<file path="config.mk">
export PLATFORM = sky130hd
export DESIGN_NAME = square_channel_sweep_registers
export DESIGN_NICKNAME = d
export VERILOG_FILES = /design/src/hdl/sqsw_pkg.sv /design/src/hdl/sqsw_sweep_calc.sv /design/src/hdl/sqsw_regs.sv /design/src/hdl/square_channel_sweep_registers.sv
export SDC_FILE = /design/constraint.sdc
export NUM_CORES = 1
export LEC_CHECK = 0
export BUFFER_PORTS_ARGS = -buffer_cell sky130_fd_sc_hd__buf_2
export CAP_MARGIN = 5
export CELL_PAD_IN_SITES_DETAIL_PLACEMENT = 0
export CELL_PAD_IN_SITES_GLOBAL_PLACEMENT = 2
export CORE_UTILIZATION = 37
export CTS_CLUSTER_DIAMETER = 200
export DETAILED_ROUTE_END_ITERATION = 7
export GPL_ROUTABILITY_DRIVEN = 0
export PLACE_DENSITY = 0.89
export SLEW_MARGIN = 5
export SYNTH_ARGS = -nofsm -noshare
export SYNTH_HDL_FRONTEND = slang
export SYNTH_SLANG_ARGS = --single-unit
</file>
<file path="constraint.sdc">
create_clock -name i_clk -period 16.3 [get_ports i_clk]
set_input_delay 3.26 -clock i_clk [delete_from_list [all_inputs] [get_ports i_clk]]
set_output_delay 3.26 -clock i_clk [all_outputs]
set_load 0.03 [all_outputs]
</file>
<file path="src/hdl/sqsw_pkg.sv">
package sqsw_pkg;

    localparam int unsigned FREQ_W   = 11;
    localparam int unsigned PERIOD_W = 13;

    typedef enum logic [1:0] {
        KIND_WRITE = 2'd0,
        KIND_READ  = 2'd1,
        KIND_TICK  = 2'd2,
        KIND_NONE  = 2'd3
    } t_kind;

    typedef enum logic [2:0] {
        ADDR_SWEEP   = 3'd0,
        ADDR_DUTY    = 3'd1,
        ADDR_ENV     = 3'd2,
        ADDR_FREQ_LO = 3'd3,
        ADDR_FREQ_HI = 3'd4
    } t_addr;

    typedef struct packed {
        logic [1:0] kind;
        logic [2:0] addr;
        logic [7:0] data;
    } t_item;

    typedef struct packed {
        logic [7:0]          read_data;
        logic                channel_on;
        logic [FREQ_W-1:0]   tone_frequency;
        logic [PERIOD_W-1:0] timer_reload;
        logic [1:0]          duty_sel;
        logic [3:0]          level;
    } t_result;

endpackage

</file>
<file path="src/hdl/sqsw_sweep_calc.sv">
module sqsw_sweep_calc (
    input  logic [sqsw_pkg::FREQ_W-1:0] i_shadow,
    input  logic [2:0]                  i_shift,
    input  logic                        i_down,
    output logic [sqsw_pkg::FREQ_W-1:0] o_next,
    output logic                        o_overflow
);

    logic [sqsw_pkg::FREQ_W-1:0] delta;
    logic [sqsw_pkg::FREQ_W:0]   sum;

    always_comb begin
        delta = i_shadow >> i_shift;
        if (i_down) begin
            sum = {1'b0, i_shadow} - {1'b0, delta};
        end else begin
            sum = {1'b0, i_shadow} + {1'b0, delta};
        end
    end

    assign o_next     = sum[sqsw_pkg::FREQ_W-1:0];
    // anything above 2047 shows up in the carry bit
    assign o_overflow = sum[sqsw_pkg::FREQ_W];

endmodule

</file>
<file path="src/hdl/sqsw_regs.sv">
module sqsw_regs (
    input  logic              i_clk,
    input  logic              i_rst_n,
    input  logic              i_advance,
    input  sqsw_pkg::t_item   i_item,
    output sqsw_pkg::t_result o_result
);

    logic [2:0]                    r_shift, n_shift;
    logic                          r_down, n_down;
    logic [2:0]                    r_pace, n_pace;
    logic [2:0]                    r_count, n_count;
    logic                          r_active, n_active;
    logic                          r_sub, n_sub;
    logic                          r_chan, n_chan;
    logic [1:0]                    r_duty, n_duty;
    logic [2:0]                    r_env_pace, n_env_pace;
    logic                          r_env_up, n_env_up;
    logic [3:0]                    r_env_vol, n_env_vol;
    logic [sqsw_pkg::FREQ_W-1:0]   r_freq, n_freq;
    logic [sqsw_pkg::FREQ_W-1:0]   r_shadow, n_shadow;
    logic [sqsw_pkg::PERIOD_W-1:0] r_period, n_period;
    logic [3:0]                    r_volume, n_volume;
    logic                          r_len_en, n_len_en;

    logic [sqsw_pkg::FREQ_W-1:0]   trig_freq;
    logic [sqsw_pkg::FREQ_W-1:0]   calc_src;
    logic [sqsw_pkg::FREQ_W-1:0]   a_next, b_next;
    logic                          a_ovf, b_ovf;
    logic                          is_trigger;
    logic [2:0]                    count_dec;
    logic                          dac_on;
    logic [7:0]                    rd;

    function automatic logic [sqsw_pkg::PERIOD_W-1:0] reload_of(
        input logic [sqsw_pkg::FREQ_W-1:0] f
    );
        logic [sqsw_pkg::FREQ_W:0] diff;
        diff = 12'd2048 - {1'b0, f};
        return {diff, 1'b0};
    endfunction

    assign trig_freq  = {i_item.data[2:0], r_freq[7:0]};
    assign is_trigger = (i_item.kind == sqsw_pkg::KIND_WRITE)
                     && (i_item.addr == sqsw_pkg::ADDR_FREQ_HI) && i_item.data[7];
    assign calc_src   = is_trigger ? trig_freq : r_shadow;
    assign count_dec  = r_count - 3'd1;
    assign dac_on     = (r_env_vol != 4'd0) || r_env_up;

    // first step: trigger check or tick update; second step: recheck after write-back
    sqsw_sweep_calc u_calc_a (
        .i_shadow   (calc_src),
        .i_shift    (r_shift),
        .i_down     (r_down),
        .o_next     (a_next),
        .o_overflow (a_ovf)
    );

    sqsw_sweep_calc u_calc_b (
        .i_shadow   (a_next),
        .i_shift    (r_shift),
        .i_down     (r_down),
        .o_next     (b_next),
        .o_overflow (b_ovf)
    );

    always_comb begin
        n_shift    = r_shift;
        n_down     = r_down;
        n_pace     = r_pace;
        n_count    = r_count;
        n_active   = r_active;
        n_sub      = r_sub;
        n_chan     = r_chan;
        n_duty     = r_duty;
        n_env_pace = r_env_pace;
        n_env_up   = r_env_up;
        n_env_vol  = r_env_vol;
        n_freq     = r_freq;
        n_shadow   = r_shadow;
        n_period   = r_period;
        n_volume   = r_volume;
        n_len_en   = r_len_en;
        rd         = 8'd0;

        case (i_item.kind)
            sqsw_pkg::KIND_WRITE: begin
                case (i_item.addr)
                    sqsw_pkg::ADDR_SWEEP: begin
                        // leaving subtract mode after a subtraction kills the channel
                        if (r_sub && r_down && !i_item.data[3]) begin
                            n_chan = 1'b0;
                        end
                        n_shift = i_item.data[2:0];
                        n_down  = i_item.data[3];
                        n_pace  = i_item.data[6:4];
                    end
                    sqsw_pkg::ADDR_DUTY: begin
                        n_duty = i_item.data[7:6];
                    end
                    sqsw_pkg::ADDR_ENV: begin
                        n_env_pace = i_item.data[2:0];
                        n_env_up   = i_item.data[3];
                        n_env_vol  = i_item.data[7:4];
                        if (i_item.data[7:4] == 4'd0 && !i_item.data[3]) begin
                            n_chan = 1'b0;
                        end
                    end
                    sqsw_pkg::ADDR_FREQ_LO: begin
                        n_freq = {r_freq[10:8], i_item.data};
                    end
                    sqsw_pkg::ADDR_FREQ_HI: begin
                        n_freq   = trig_freq;
                        n_len_en = i_item.data[6];
                        if (i_item.data[7]) begin
                            n_chan   = dac_on;
                            n_period = reload_of(trig_freq);
                            n_volume = r_env_vol;
                            n_shadow = trig_freq;
                            n_count  = r_pace;
                            n_active = (r_pace != 3'd0) || (r_shift != 3'd0);
                            n_sub    = 1'b0;
                            if (r_shift != 3'd0) begin
                                n_sub = r_down;
                                if (a_ovf) begin
                                    n_chan = 1'b0;
                                end
                            end
                        end
                    end
                    default: begin
                    end
                endcase
            end
            sqsw_pkg::KIND_READ: begin
                case (i_item.addr)
                    sqsw_pkg::ADDR_SWEEP:   rd = {1'b0, r_pace, r_down, r_shift};
                    sqsw_pkg::ADDR_DUTY:    rd = {r_duty, 6'd0};
                    sqsw_pkg::ADDR_ENV:     rd = {r_env_vol, r_env_up, r_env_pace};
                    sqsw_pkg::ADDR_FREQ_HI: rd = {1'b0, r_len_en, 6'd0};
                    default:                rd = 8'd0;
                endcase
            end
            sqsw_pkg::KIND_TICK: begin
                if (r_chan && r_pace != 3'd0) begin
                    if (count_dec == 3'd0) begin
                        n_count = r_pace;
                        if (r_active) begin
                            n_sub = r_down;
                            if (a_ovf) begin
                                n_chan = 1'b0;
                            end else if (r_shift != 3'd0) begin
                                n_shadow = a_next;
                                n_freq   = a_next;
                                n_period = reload_of(a_next);
                                if (b_ovf) begin
                                    n_chan = 1'b0;
                                end
                            end
                        end
                    end else begin
                        n_count = count_dec;
                    end
                end
            end
            default: begin
            end
        endcase
    end

    always_ff @(posedge i_clk) begin
        if (!i_rst_n) begin
            r_shift    <= '0;
            r_down     <= 1'b0;
            r_pace     <= '0;
            r_count    <= '0;
            r_active   <= 1'b0;
            r_sub      <= 1'b0;
            r_chan     <= 1'b0;
            r_duty     <= '0;
            r_env_pace <= '0;
            r_env_up   <= 1'b0;
            r_env_vol  <= '0;
            r_freq     <= '0;
            r_shadow   <= '0;
            r_period   <= '0;
            r_volume   <= '0;
            r_len_en   <= 1'b0;
        end else if (i_advance) begin
            r_shift    <= n_shift;
            r_down     <= n_down;
            r_pace     <= n_pace;
            r_count    <= n_count;
            r_active   <= n_active;
            r_sub      <= n_sub;
            r_chan     <= n_chan;
            r_duty     <= n_duty;
            r_env_pace <= n_env_pace;
            r_env_up   <= n_env_up;
            r_env_vol  <= n_env_vol;
            r_freq     <= n_freq;
            r_shadow   <= n_shadow;
            r_period   <= n_period;
            r_volume   <= n_volume;
            r_len_en   <= n_len_en;
        end
    end

    always_comb begin
        o_result.read_data      = rd;
        o_result.channel_on     = n_chan;
        o_result.tone_frequency = n_freq;
        o_result.timer_reload   = n_period;
        o_result.duty_sel       = n_duty;
        o_result.level          = n_volume;
    end

endmodule

</file>
<file path="src/hdl/square_channel_sweep_registers.sv">
// Each item passes through an input register, then a result register; an output
// stall can hold it in the input register.
// Throughput: one item per cycle unless the output stalls; channel state updates
// as an item moves from the input register into the result register, so the next
// item sees it. Reset (synchronous, active low): all channel state clears to
// zero and both pipeline registers empty.
module square_channel_sweep_registers (
    input  logic                          i_clk,
    input  logic                          i_rst_n,
    input  logic                          i_in_valid,
    output logic                          o_in_stall,
    input  logic [1:0]                    i_kind,
    input  logic [2:0]                    i_addr,
    input  logic [7:0]                    i_data,
    output logic                          o_out_valid,
    input  logic                          i_out_stall,
    output logic [7:0]                    o_read_data,
    output logic                          o_channel_on,
    output logic [sqsw_pkg::FREQ_W-1:0]   o_tone_frequency,
    output logic [sqsw_pkg::PERIOD_W-1:0] o_timer_reload,
    output logic [1:0]                    o_duty_sel,
    output logic [3:0]                    o_level
);

    logic              r_in_valid;
    sqsw_pkg::t_item   r_item;
    logic              r_out_valid;
    sqsw_pkg::t_result r_result;
    sqsw_pkg::t_result n_result;
    logic              advance;
    logic              in_xfer;

    assign advance    = r_in_valid && (!r_out_valid || !i_out_stall);
    assign o_in_stall = r_in_valid && !advance;
    assign in_xfer    = i_in_valid && !o_in_stall;

    sqsw_regs u_regs (
        .i_clk     (i_clk),
        .i_rst_n   (i_rst_n),
        .i_advance (advance),
        .i_item    (r_item),
        .o_result  (n_result)
    );

    always_ff @(posedge i_clk) begin
        if (!i_rst_n) begin
            r_in_valid  <= 1'b0;
            r_out_valid <= 1'b0;
        end else begin
            if (in_xfer) begin
                r_in_valid <= 1'b1;
            end else if (advance) begin
                r_in_valid <= 1'b0;
            end
            if (advance) begin
                r_out_valid <= 1'b1;
            end else if (!i_out_stall) begin
                r_out_valid <= 1'b0;
            end
        end
    end

    always_ff @(posedge i_clk) begin
        if (in_xfer) begin
            r_item.kind <= i_kind;
            r_item.addr <= i_addr;
            r_item.data <= i_data;
        end
        if (advance) begin
            r_result <= n_result;
        end
    end

    assign o_out_valid      = r_out_valid;
    assign o_read_data      = r_result.read_data;
    assign o_channel_on     = r_result.channel_on;
    assign o_tone_frequency = r_result.tone_frequency;
    assign o_timer_reload   = r_result.timer_reload;
    assign o_duty_sel       = r_result.duty_sel;
    assign o_level          = r_result.level;

endmodule
</file>
==> reports/results.ini <==
[detailed_routing]
vias = 7964
drtPass1Iterations = 5
first_iter_violations = 634
wl_per_cell_um = 20.6
drt-vias-per-instance = 5.84
drt.antenna.violating_nets = 0
wl_um = 28100
drc = 0

[synth]
synth_fp_nets = 1057
ys.flop_type = dfxtp_1
synth_compound_area_share_pct = 25.1
synth_edf_count = 52
synthArstFlopShare_pct = 0
synth_mux_area_share_pct = 6.61
synthXorXnorAreaFrac_pct = 5.69
yosysTopAreaCell = edfxtp_1
synthSimpleGateAreaFrac_pct = 21.9
ys_ff_latch = 117
yosysUniqueCellTypes = 93
yosys_warnings = 0
avgSynthCellArea_um2 = 8.59
yosys.area_share.adder_pct = 3.44
synth_area_mm2 = 0.00873
synthCells = 1016
synth.top_cell.area_share_pct = 17.9
synth_area_leaders = edfxtp_1 (18%), dfxtp_1 (15%), mux2i_1 (4.9%)
synth_top_family_by_area = compound AO/OA/AOI/OAI gates
synth-seq-area-share_pct = 32.8

[cells_and_area]
nFillCells = 2254
diodes = 0
finalNetCount = 1078
drive_above_1_share_pct = 15.1
synthToLayoutAreaGrowth_pct = 12.0
seq_area_mm2 = 0.00286
multi_input_comb_area_mm2 = 0.00547

[floorplan]
num_rows = 55
ios = 58
initial_core_util_pct = 38.1
die_area_mm2 = 0.0242
die_h_um = 156
fp.coreArea_mm2 = 0.0229
fp.dieW_um = 156

[sta]
tns_ns = 0
hold_viol = 0
fmax_mhz = 113
finalCritPeriodShare_pct = 54.5
worst_slew_pin_slew_ns = 1.14
rsz0062_at_grt = no
skew_ns = 0.0133
holdWs_ns = 0.426
finalSetupViolCount = 0
finalMaxSlewViolations = 0
fin_crit_ns = 8.88
max-slew-margin-rel_pct = 24.3

[min_path]
min-delay-start = u_regs.r_period[0]
holdPathStages = 2
holdCritPathClass = flip-flop to flip-flop
min_to = u_regs.r_period[0]

[pwr]
total_power_uw = 853
ir_drop_mv = 0.0729
leakagePower_nw = 3.78
power_density_mw_per_mm2 = 87.2

[clock_network]
cts_tree = built
post-cts-setup-buffers = 0
cts_hold_buf = 0
ctsResizeCount = 0
cts_buffer_depth = 2
clk_latency_ns = 0.43
clkTransAtPathRegs_ns = 0.07
clock-sinks = 117
cts-htree-levels = 4
cts-root-buf = clkbuf_16
cts_buffers = 17

[grt]
grt_use_met3_pct = 3.06
antenna_found_initial = 0
gr-total-overflow = 0
busiest_layer = met2
grt_max_degree = 68
grt.met1_usage_pct = 33.9
grt_pass1_wl_um = 44000
met2_usage_pct = 37.3
grt_pass1_vias = 7586
grt_usage_pct = 23.7

[run]
cap_viol_max_count = 0

[worst_setup_path]
start_kind = flip-flop
cp-end-kind = flip-flop
reg2reg_from = r_item[12]
worstPathArrival_ns = 9.16
crit_fanout = 30
crit_family = compound AO/OA/AOI/OAI gates
ff2ff_setup_slack_ns = 7.42
crit_top_cell = nor2_1
worst-setup-path-type = flip-flop to flip-flop
critPathRequiredTime_ns = 16.58
max_stage_delay_ns = 0.91
r2r_end = o_channel_on
rr_worst_depth = 31
worstPathBufferInverterCount = 0
cpMaxStageDelayCell = nor2_1

[place]
hpwl_um = 20200
numPortBuffers = 57

[status]
outcome = finished, final reports clean

## synthesized netlist by cell type (12+ instances only)
cell type and number:
edfxtp_1 52, o211ai_1 15, mux2i_1 43, nor2_1 85, a21oi_1 42, ha_1 24, nor3_1 35, nand2_1 114
nand3_1 20, nor2b_1 31, o211a_1 12, nand2b_1 26, inv_1 29, xnor2_1 25, a211oi_1 13, dfxtp_1 65
xor2_1 12, clkbuf_1 51, o21ai_0 65
## power breakdown
group,total [mW],switching (mW),internal (mW),leakage [nW]
Sequential,0.331,0.0132,0.318,1.02
Combinational,0.174,0.111,0.0628,2.50
Clock,0.348,0.151,0.197,0.253
Total,0.853,0.275,0.578,3.78
## cell usage in the layout (no fill, tap or decap), types with 6 or more instances in the layout
master	count
a211oi_1	13
a21boi_0	6
a21o_1	11
a21oi_1	42
a22oi_1	11
a31oi_1	8
and2_1	8
and3_1	10
buf_2	57
buf_4	14
clkbuf_16	17
dfxtp_1	64
edfxtp_1	52
ha_1	24
inv_1	28
inv_6	6
mux2i_1	43
nand2_1	114
nand2b_1	26
nand3_1	20
nor2_1	85
nor2b_1	31
nor3_1	35
o211a_1	12
o211ai_1	15
o21a_1	9
o21ai_0	65
o21ai_1	7
o221a_2	6
o221ai_1	10
o22a_1	7
o31ai_1	6
or3_1	9
xnor2_1	25
xor2_1	12
## tightest hold or removal path: cells and delay by family, from the launching register on
kind / cells / cell delay [ns]
simple gates: 2 / 0.08
flops: 1 / 0.30
## cell families (layout without fill, tap and decap cells)
family | Yosys count | in the layout
and+or+nand+nor | 382 | 382
xor gates and xnor gates | 45 | 45
muxes | 52 | 52
adders and majority gates | 24 | 24
DFF | 117 | 117
AOI/OAI and AO/OA | 297 | 297
buffers and inverters | 99 | 133
## through the flow
step / utilization (%) / setup slack [ns] / instances / instance area [µm²]
floorplan: - / 9.14 / 1016 / 8730
global placement: 40.3 / 7.63 / 1331 / 9230
detailed placement: 40.3 / 7.54 / 1331 / 9230
CTS: 42.7 / 7.52 / 1363 / 9780
global route: 42.7 / 6.76 / 1363 / 9780
finish: 42.7 / 7.42 / 1363 / 9780
## per-layer routing
metal	wire length, µm	part of all wire, %	vias up
met4	559	2.0	0
met3	1260	4.5	44
met1	13600	48	3870
li1	-	-	3796
met5	0	0	-
met2	12700	45	254
## final cells by class
| cell class | instances | area share (%) |
|---|---|---|
| sequential | 117 | 29.3 |
| multi-input combinational | 800 | 56.0 |
| tap | 313 | 4.01 |
| timing repair buffer | 71 | 3.99 |
| clock buffer | 17 | 4.35 |
| clock inverter | 15 | 1.22 |
| inverter | 30 | 1.15 |
## state kept, by name, summed over array words and instances (netlist names), 4 cells and up
name              count
u_regs.r_env_vol      4
o_tone_frequency     11
u_regs.r_period      13
u_regs.r_shadow      11
o_timer_reload       13
r_item               13
u_regs.r_freq        11
o_level               4
u_regs.r_volume       4
o_read_data           8
## worst max-delay path by stage
stage / endpoint / slack, ns / cells after the start / from
finish: o_channel_on / 7.42 / 31 / r_item[12]
global route: o_channel_on / 6.76 / 31 / r_item[12]
CTS: o_channel_on / 7.52 / 31 / r_item[12]
detailed placement: o_channel_on / 7.54 / 31 / r_item[12]
global placement: o_channel_on / 7.63 / 31 / r_item[12]
floorplan: o_channel_on / 9.14 / 37 / r_item[8]
No activity file was read; power rests on OpenSTA's default activity.
